`src/hw/rtl/npe_pkg.sv`:
```
// npe_pkg: shared types and constants of the rational b-spline point evaluator
// transaction payload structs, item kinds, register indexes, divider port structs, fsm states
// no dependencies
`timescale 1ns / 1ps
`default_nettype none

package npe_pkg;

    // item kinds
    localparam logic [1:0] KIND_POINT = 2'd0;
    localparam logic [1:0] KIND_KNOT  = 2'd1;
    localparam logic [1:0] KIND_EVAL  = 2'd2;

    // configuration register indexes
    localparam int CFG_AW = 2;
    localparam int CFG_DW = 7;
    localparam logic [CFG_AW-1:0] CFG_DEGREE = 2'd0;
    localparam logic [CFG_AW-1:0] CFG_POINTS = 2'd1;
    localparam logic [CFG_AW-1:0] CFG_DIM    = 2'd2;

    // coordinate fields carried on the ports
    localparam int OUT_DIM = 5;
    localparam int OUT_IW  = 3;

    // divider step counts and the width of the step field
    localparam int DIV_STEPS_W = 6;
    localparam logic [DIV_STEPS_W-1:0] ALPHA_STEPS = 6'd32;
    localparam logic [DIV_STEPS_W-1:0] POINT_STEPS = 6'd33;

    typedef struct packed {
        logic        [1:0]  kind;
        logic        [6:0]  index;
        logic signed [31:0] coord_0;
        logic signed [31:0] coord_1;
        logic signed [31:0] coord_2;
        logic signed [31:0] coord_3;
        logic signed [31:0] coord_4;
        logic        [31:0] weight;
        logic        [31:0] knot_value;
        logic        [31:0] param_u;
    } in_item_t;

    typedef struct packed {
        logic signed [31:0] point_0;
        logic signed [31:0] point_1;
        logic signed [31:0] point_2;
        logic signed [31:0] point_3;
        logic signed [31:0] point_4;
        logic               weight_error;
    } out_item_t;

    typedef struct packed {
        logic                   start;
        logic [31:0]            rem_init;
        logic [31:0]            divisor;
        logic [32:0]            low_bits;
        logic [DIV_STEPS_W-1:0] steps;
    } div_req_t;

    typedef struct packed {
        logic        done;
        logic [32:0] quotient;
    } div_rsp_t;

    typedef enum logic [4:0] {
        ST_IDLE,
        ST_LO,
        ST_HI,
        ST_CLAMP,
        ST_SPAN,
        ST_BS_RD,
        ST_BS_CMP,
        ST_LD_RD,
        ST_LD_MUL,
        ST_LD_WR,
        ST_AK_RD,
        ST_AK_RD2,
        ST_AK_CHK,
        ST_AK_DIV,
        ST_BL_RD,
        ST_BL_SUB,
        ST_BL_ABS,
        ST_BL_MLO,
        ST_BL_MHI,
        ST_BL_SUM,
        ST_BL_WR,
        ST_FN_RD,
        ST_FN_W,
        ST_FN_CRD,
        ST_FN_ABS,
        ST_FN_ADD,
        ST_FN_CHK,
        ST_FN_DIV,
        ST_DONE
    } state_t;

endpackage

`default_nettype wire

```
`src/hw/rtl/npe_div.sv`:
```
// npe_div: restoring divider, one quotient bit per cycle
// uses npe_pkg for the request and response structs
`timescale 1ns / 1ps
`default_nettype none

module npe_div (
    input  wire logic             clk,
    input  wire logic             rst_n,
    input  wire npe_pkg::div_req_t req,
    output npe_pkg::div_rsp_t      rsp
);

    logic                            run_reg, run_next;
    logic                            done_reg, done_next;
    logic [npe_pkg::DIV_STEPS_W-1:0] cnt_reg, cnt_next;
    logic [31:0]                     rem_reg, rem_next;
    logic [31:0]                     dvs_reg, dvs_next;
    logic [32:0]                     low_reg, low_next;
    logic [32:0]                     quo_reg, quo_next;
    logic [32:0]                     trial;
    logic                            ge;

    always_comb
    begin
        run_next  = run_reg;
        done_next = 1'b0;
        cnt_next  = cnt_reg;
        rem_next  = rem_reg;
        dvs_next  = dvs_reg;
        low_next  = low_reg;
        quo_next  = quo_reg;
        trial     = {rem_reg, low_reg[32]};
        ge        = trial >= {1'b0, dvs_reg};
        if (req.start)
        begin
            run_next = 1'b1;
            cnt_next = req.steps;
            rem_next = req.rem_init;
            dvs_next = req.divisor;
            low_next = req.low_bits;
            quo_next = '0;
        end
        else if (run_reg)
        begin
            rem_next = ge ? 32'(trial - {1'b0, dvs_reg}) : trial[31:0];
            quo_next = {quo_reg[31:0], ge};
            low_next = {low_reg[31:0], 1'b0};
            cnt_next = cnt_reg - 1'b1;
            if (cnt_reg == npe_pkg::DIV_STEPS_W'(1))
            begin
                run_next  = 1'b0;
                done_next = 1'b1;
            end
        end
    end

    always_ff @(posedge clk or negedge rst_n)
    begin
        if (!rst_n)
        begin
            run_reg  <= 1'b0;
            done_reg <= 1'b0;
        end
        else
        begin
            run_reg  <= run_next;
            done_reg <= done_next;
        end
    end

    always_ff @(posedge clk)
    begin
        cnt_reg <= cnt_next;
        rem_reg <= rem_next;
        dvs_reg <= dvs_next;
        low_reg <= low_next;
        quo_reg <= quo_next;
    end

    assign rsp.done     = done_reg;
    assign rsp.quotient = quo_reg;

endmodule

`default_nettype wire

```
`config.mk`:
```
export PLATFORM = sky130hd
export DESIGN_NAME = npe_div
export DESIGN_NICKNAME = d
export VERILOG_FILES = /design/src/hw/rtl/npe_pkg.sv /design/src/hw/rtl/npe_div.sv
export SDC_FILE = /design/constraint.sdc
export NUM_CORES = 1
export LEC_CHECK = 0
export ABC_CLOCK_PERIOD_IN_PS = 7600
export BUFFER_PORTS_ARGS = -buffer_cell sky130_fd_sc_hd__buf_4
export CORE_ASPECT_RATIO = 1.4
export CORE_MARGIN = 1
export CORE_UTILIZATION = 61
export CTS_CLUSTER_DIAMETER = 40
export CTS_CLUSTER_SIZE = 8
export DETAILED_ROUTE_END_ITERATION = 6
export MAX_ROUTING_LAYER = met4
export PLACE_DENSITY = 0.88
export SYNTH_ARGS = -nofsm -noshare
export SYNTH_HDL_FRONTEND = slang
export SYNTH_SLANG_ARGS = --single-unit
```
`constraint.sdc`:
```
create_clock -name clk -period 7.6 [get_ports clk]
set_input_delay 1.14 -clock clk [delete_from_list [all_inputs] [get_ports clk]]
set_output_delay 1.14 -clock clk [all_outputs]
set_load 0.01 [all_outputs]
```
==> impl_summary.md, run 1 <==
Place
The congestion estimate from routability-driven global placement came to approximately 0.9. During placement, the flow inserted port buffers numbering 139. Detailed placement finished with a half-perimeter wire length of approximately 12 mm. After detailed placement, the total cell area comes to around 8700 um^2.

Critical path
The number of stages on the worst setup path is 9. For this design, the slowest cell found on the critical path is nor3_4. For this run, the slowest stage of the critical path takes 0.44 ns. The critical path start-end classification is reg2reg. The worst setup path is launched from a flip-flop. The maximum fanout count along the critical path is 32. The critical path arrival is 3.78 ns. STA classifies the critical path endpoint as a flip-flop. Counting both buffers and inverters, the worst setup path holds a total of 0. The data required time of the worst path is 7.76 ns.

The critical path goes through ha_1 > a21oi_1 > o22ai_1 > o211ai_2 > a211oi_2 > nor3_4 > nand2_4 > mux2_4 > mux2_2. Counting cells, the worst reg-to-reg path comes to 9. The cell family contributing the most delay on the critical path is compound AO/OA/AOI/OAI gates.

Routing
After detailed routing, the number of vias per cell comes to between 5 and 6. For this run, design rule violations remaining after detail routing come to 0. In the final routed layout, each cell accounts on average for between 15 and 20 um. The detailed router finished its first iteration with 291 violations. The via count is between 5k and 6k.

The final routed wirelength across all metal layers is 17.0 mm. The remaining antenna violation count after routing is 0. The total iterations of the first detailed-routing run is 5.

Clock tree
The cell chosen for the clock root is clkbuf_16. The count of H-tree levels built during CTS is 4. The number of buffers inserted during clock tree synthesis is 17. For this design, the sink count on the clock tree is approximately 140.

The post-cts gate resize count is 0. The number of buffers inserted for hold repair after clock tree synthesis is 0. TritonCTS built the clock tree.

The register clock-pin slew on the reported worst setup and hold paths is ~0.060 ns. The number of buffers added for setup after CTS is 0. The clock passes through at most 2 buffers. The latest clock arrival within the worst-skew pair is 0.42 ns.

Die
In this run the count of I/O pins placed on the die edge is 140. In this run the horizontal extent of the chip is 96.5 um. The floorplan has 48 rows. The die boundary height is 134 um.

The die area is 13000 um^2. The floorplan step defined a core boundary enclosing around 12000 um^2. For this configuration, the core starts out at a cell density of 0.622.

STA
The number of pins with negative max-slew slack in the final report is 0. The final hold violation count is 0. Subtracting the final worst setup slack from the clock period gives around 3.6 ns. The post-route setup TNS is 0 ns.

At the pin with the least slew margin, the transition time is between 0.9 and 1 ns. The setup violation total in the final timing report is 0. Measured against its own limit, the worst slew margin works out to 0.363. Derived from the worst setup path, the maximum achievable clock frequency is 276 MHz.

Clock skew on the completed layout was measured at 0.0122 ns. Setup repair after global routing left no endpoint under its margin. The share of the clock period used by the worst path after layout is 0.476.

Synth
Yosys mapped the design onto 64 distinct sky130hd cell types. The average footprint of a synthesized cell is 11.4 um^2. The number of nets produced by synthesis is 807. The Yosys step of the flow raised 0 warnings.

The most instantiated flip-flop cell in the synthesis netlist is edfxtp_1. Counting instances in the post-synthesis netlist gives the leading cell types as 103 x edfxtp_1, 52 x nor2_1, 46 x mux2_2. The share of synthesized area in the top cell type comes to 0.406. edfxtp_1 is the most common cell in the netlist. The biggest area contributor in the post-synthesis netlist is edfxtp_1. The register bit total from synthesis is approximately 140. By area the synthesized netlist is led by edfxtp_1 41%, dfxtp_1 8.7%, mux2_2 6.8%.

Synthesis handed over a netlist of 666 instances. The async set-or-reset flop fraction in the synthesized netlist is 0.0145. For this run, the register share of the synthesized area comes to 0.499. The count of flip-flops with a built-in enable after synthesis is just over 100. The cell area that synthesis handed to floorplanning was 7620 um^2.

Cells and area
The footprint of the flip-flops and latches is 3800 um^2. In the final layout, the multi-input gates occupy between 3000 and 4000 um^2. After routing the design area is about 9300 um^2.

The number of nets in the layout is roughly 940. The proportion of layout cells with a drive suffix above 1 is 0.307. The filler cell count in the final layout is 819.

The area added between synthesis and finish is 22.3%. 0 antenna diodes ended up in the layout.

Power and ir drop
The ratio of total power to cell area is 359 nW/um^2. The leakage power is 4.21 nW. Across the VDD grid, the largest voltage drop is ~0.00017 V.

Global route
The first global-routing pass estimated 27.0 mm of wire. The via count of the first global-routing pass was between 5k and 6k. The number of antenna violations at the first check in global routing is 0. The total overflow reported by the global router is 0. The overall routing resource usage is 0.279. Entering global routing, the biggest net connects a little under 90 pins.

Job
Max-cap violations in this run came to 0.

Hold path
The type of the tightest min-delay check is in2async.

Outcome
The flow ran to the end, and the final reports show no timing, DRC or antenna violations.
[layout by cell type, fill, tap and decap left out, types with 7 or more instances in the layout]
cell	Yosys	routed
mux2_4	10	10
nand2_1	43	43
edfxtp_1	103	103
xnor2_1	21	21
a211oi_1	7	7
mux2i_1	40	40
mux2_2	46	46
clkbuf_16	0	19
a21o_1	14	14
o21ai_0	20	20
nor2_1	52	52
dfxtp_1	33	33
xor2_1	10	10
o21ai_1	7	7
ha_1	34	34
nor3b_1	9	9
a21oi_1	36	36
inv_1	42	41
buf_4	1	142
a221o_1	8	8
[through the flow]
step	util	hold WS [ns]	power, W	cells	worst slack [ns]
after floorplan	-	0.505	0.00220	666	4.02
after CTS	0.761	0.487	0.00334	959	4.06
after global placement	0.712	0.480	0.00245	927	4.20
after detailed placement	0.712	0.505	0.00250	927	4.12
final	0.761	0.496	0.00335	959	3.98
after global routing	0.761	0.481	0.00352	959	3.81
[layer usage]
layer	vias up	routed length, um	track usage
met5	-	0	-
met4	0	641	0.142
met3	56	823	0.0550
met2	228	9020	0.475
met1	2667	6470	0.303
li1	2710	-	-
[worst register-to-register path, stage by stage, from the launching register on]
cell,delay [ns]
edfxtp_1,0.41
ha_1,0.40
a21oi_1,0.30
o22ai_1,0.24
o211ai_2,0.30
a211oi_2,0.14
nor3_4,0.44
nand2_4,0.41
mux2_4,0.45
mux2_2,0.27
[cell type report]
| type | count | area share |
|---|---|---|
| sequential | 138 | 0.408 |
| multi-input combinational | 455 | 0.376 |
| timing repair buffer | 142 | 0.114 |
| clock buffer | 21 | 0.0539 |
| tap | 150 | 0.0201 |
| inverter | 42 | 0.0169 |
| clock inverter | 11 | 0.0102 |
[where the power goes]
group          leakage [nW]  switching, W  internal [W]
clock                 0.299      0.000341      0.000484
combinational          2.56      0.000777      0.000679
sequential             1.36     0.0000784      0.000988
total                  4.21       0.00120       0.00215
[final timing paths]
check                                    startpoint                  endpoint  slack, ns
max                            rem_reg[3]$_DFFE_PP_     rem_reg[12]$_DFFE_PP_       3.98
min                                           rst_n         run_reg$_DFF_PN0_       0.50
max reg2reg                    rem_reg[3]$_DFFE_PP_     rem_reg[12]$_DFFE_PP_       3.98
min reg2reg                quo_reg[32]$_SDFFE_PP0P_  quo_reg[32]$_SDFFE_PP0P_       0.52
max in group asynchronous                     rst_n         run_reg$_DFF_PN0_       7.01
min in group clk           quo_reg[32]$_SDFFE_PP0P_  quo_reg[32]$_SDFFE_PP0P_       0.52
[kinds of logic after synthesis]
family                   after synthesis  synth area share
AND/OR/NAND/NOR                      152            0.0963
AO/OA/AOI/OAI                        138             0.125
flip-flops                           138             0.499
multiplexers                          99             0.145
buffers and inverters                 73            0.0409
adder cells (fa/ha/maj)               35            0.0584
XOR/XNOR                              31            0.0356
(Power assumes the default switching activity.)
==> run 2: changes to the inputs <==
--- a/config.mk
+++ b/config.mk
@@ -5,16 +5,16 @@
 export SDC_FILE = /design/constraint.sdc
 export NUM_CORES = 1
 export LEC_CHECK = 0
-export ABC_CLOCK_PERIOD_IN_PS = 7600
+export ABC_CLOCK_PERIOD_IN_PS = 3700
 export BUFFER_PORTS_ARGS = -buffer_cell sky130_fd_sc_hd__buf_4
 export CORE_ASPECT_RATIO = 1.4
 export CORE_MARGIN = 1
-export CORE_UTILIZATION = 61
+export CORE_UTILIZATION = 56
 export CTS_CLUSTER_DIAMETER = 40
 export CTS_CLUSTER_SIZE = 8
 export DETAILED_ROUTE_END_ITERATION = 6
 export MAX_ROUTING_LAYER = met4
-export PLACE_DENSITY = 0.88
+export PLACE_DENSITY = 0.82
 export SYNTH_ARGS = -nofsm -noshare
 export SYNTH_HDL_FRONTEND = slang
 export SYNTH_SLANG_ARGS = --single-unit
==> constraint.sdc (replaced) <==
create_clock -name clk -period 3.7 [get_ports clk]
set_input_delay 0.555 -clock clk [delete_from_list [all_inputs] [get_ports clk]]
set_output_delay 0.555 -clock clk [all_outputs]
set_load 0.01 [all_outputs]
==> impl_summary.md, run 2 (synthesis results as in run 1) <==
STA
The headroom to the max-slew limit is 0.564. The number of pins with negative max-slew slack in the final report is 0. The shortest clock period the worst path allows after layout is 3.46 ns.

Of the available clock period, the critical path in the final layout requires 0.935. Setup repair after global routing left no endpoint under its margin. The final hold violation count came to 0. Static timing analysis puts the maximum clock frequency at 289 MHz. Setup violations remaining at the end of the flow were counted as 0. At the pin with the least slew margin, the transition time is 0.649 ns. The post-route clock skew is slightly above 0.009 ns. In the final timing run, aggregate negative setup slack is 0 ns.

Critical path
The data required time of the worst path is 3.87 ns. The worst setup path is launched from a flip-flop. On the worst path, the slowest cell contributes a delay of 0.47 ns. The signal on the critical path passes through ha_1 > a21oi_1 > o22ai_1 > o211ai_2 > a211oi_2 > nor3_4 > nand2_4 > mux2_1 > mux2_2. The maximum fanout count along the critical path is 25. The worst register-to-register path ends at rem_reg[5]$_DFFE_PP_.

The beginning of the worst register-to-register path is rem_reg[3]$_DFFE_PP_. The worst setup path is captured at a flip-flop. The cell family contributing the most delay on the critical path is compound AO/OA/AOI/OAI gates. The start point of the critical path is rem_reg[3]$_DFFE_PP_. The slowest stage of the critical path is the nor3_4 cell.

The critical path arrival is 3.63 ns. The worst register-to-register path has a setup slack of between 0.2 and 0.25 ns. By startpoint and endpoint, the worst setup path is classified as reg2reg. The number of buffers and inverters on the critical path is 0. The count of cells along the worst register-to-register path is 9.

Clock tree
The register clock-pin slew on the reported worst setup and hold paths is approximately 0.06 ns. The cell chosen for the clock root is clkbuf_16. In this run, post-CTS repair resized a total of 0 instances. The number of buffers inserted for hold repair after clock tree synthesis is 1. Clock tree synthesis found a total of 138 sinks. Buffers added to address setup during post-CTS repair amount to 0.

The clock passes through at most 2 buffers. The CTS tree is built. The latest clock arrival within the worst-skew pair is ~0.42 ns. The count of H-tree levels built during CTS is 4. The number of buffers inserted during clock tree synthesis is 17.

Place
The count of buffers added on input and output ports is 139. The last weighted congestion value of the routability-driven placer is about 0.93. The HPWL after detailed placement is roughly 12 mm. The placed instances occupy a cell area of just under 9000 um^2.

Hold path
Counting instances, the worst hold path has a depth of 1. The path with the worst hold slack has its endpoint at dvs_reg[21]$_DFFE_PP_. The startpoint identified for the worst hold timing path is req[60]. The type of the tightest min-delay check is in2reg.

Die
In this run the count of I/O pins placed on the die edge is 140. Row generation in the floorplan step produced 50 rows. The die boundary height is 140 um. The die covers roughly 14000 um^2. After floorplanning, the core was sized to cover around 13000 um^2. The initial core utilization is 0.572. The chip width is 101 um.

Cells and area
The number of antenna diodes in the final layout is 0. The proportion of layout cells with a drive suffix above 1 is 0.314. Compared with the post-synthesis result, the final layout area differs by 23.6%. Once layout is done, the placed cells without fillers occupy 9430 um^2.

In the layout the commonest cells are 149 x buf_4, 103 x edfxtp_1, 52 x nor2_1. The multi-input combinational cells in the finished layout cover a total of 3510 um^2. The footprint of the flip-flops and latches is 3800 um^2. The final design utilization is 0.707.

The most common library cell in the layout ignoring fill and taps is buf_4. The filler cell count in the final layout is around 950. The net count of the finished layout is ~950.

Job
Across the run, the number of max-cap violations was 0.

Routing
For this run, design rule violations remaining after detail routing come to 0. Using the TritonRoute via totals, the vias-per-cell ratio works out to ~5.6. Dividing the detail-routed wire length by the instance count gives ~16 um. The via count is 5598. Summed over all layers, the routed wires come to 16.5 mm. The initial DRC count is 257. The detail route stage leaves a number of antenna-violating nets equal to 0. The total iterations of the first detailed-routing run is 5.

Global route
Entering global routing, the biggest net connects 66 pins. The overall routing resource usage is 0.247. The number of antenna violations at the first check in global routing is 0.

After global routing the overflow that remains totals 0. The via count of the first global-routing pass is around 5.8k. The first-pass GRT wire length is 26.2 mm.

Power and ir drop
For this design the ratio of total power to cell area is 724 nW/um^2. The largest voltage drop on the vdd net is between 0.0003 and 0.0004 V. For this design the static power due to leakage is about 4.3 nW.

Outcome
The run finished with clean final reports.
run 2: cell count changes in the layout (fill, tap and decap cells not counted), sizes merged:
cell / before / now
buf: 142 / 151
clkbuf: 21 / 19
clkinv: 4 / 5
dlygate4sd3: 0 / 1
inv: 49 / 50
run 2: worst max path at each step:
stage,cells past startpoint,slack (ns),to
final,9,0.24,rem_reg[5]$_DFFE_PP_
after global routing,10,0.05,rem_reg[2]$_DFFE_PP_
after CTS,9,0.27,rem_reg[5]$_DFFE_PP_
after detailed placement,9,0.28,rem_reg[5]$_DFFE_PP_
after global placement,9,0.41,rem_reg[5]$_DFFE_PP_
after floorplan,4,0.70,cnt_reg[0]$_DFFE_PP_
run 2: metrics by stage:
stage / instances / worst slack, ns / total power [W] / hold WS, ns
after floorplan: 666 / 0.700 / 0.00451 / 0.259
after global placement: 968 / 0.411 / 0.00508 / 0.338
after detailed placement: 968 / 0.277 / 0.00519 / 0.340
after CTS: 1001 / 0.273 / 0.00683 / 0.295
after global routing: 1001 / 0.0515 / 0.00721 / 0.294
final: 1001 / 0.240 / 0.00682 / 0.309
run 2: layout make-up:
cell class                      count  area share
Sequential cell                   138       0.404
Tap cell                          182      0.0242
Clock buffer                       19      0.0492
Timing Repair Buffer              152       0.123
Clock inverter                     13      0.0109
Multi-Input combinational cell    455       0.372
Inverter                           42      0.0167
run 2: per-layer routing:
layer,part of all wire,vias up,track usage
li1,-,2732,-
met1,0.39,2657,0.252
met2,0.54,163,0.439
met3,0.042,46,0.0629
met4,0.029,0,0.111
met5,0,-,-
run 2: power breakdown:
group | internal [W] | total [W] | leakage (nW) | switching, W
registers | 0.00203 | 0.00218 | 1.36 | 0.000148
logic | 0.00144 | 0.00303 | 2.61 | 0.00159
clock network | 0.000931 | 0.00162 | 0.288 | 0.000686
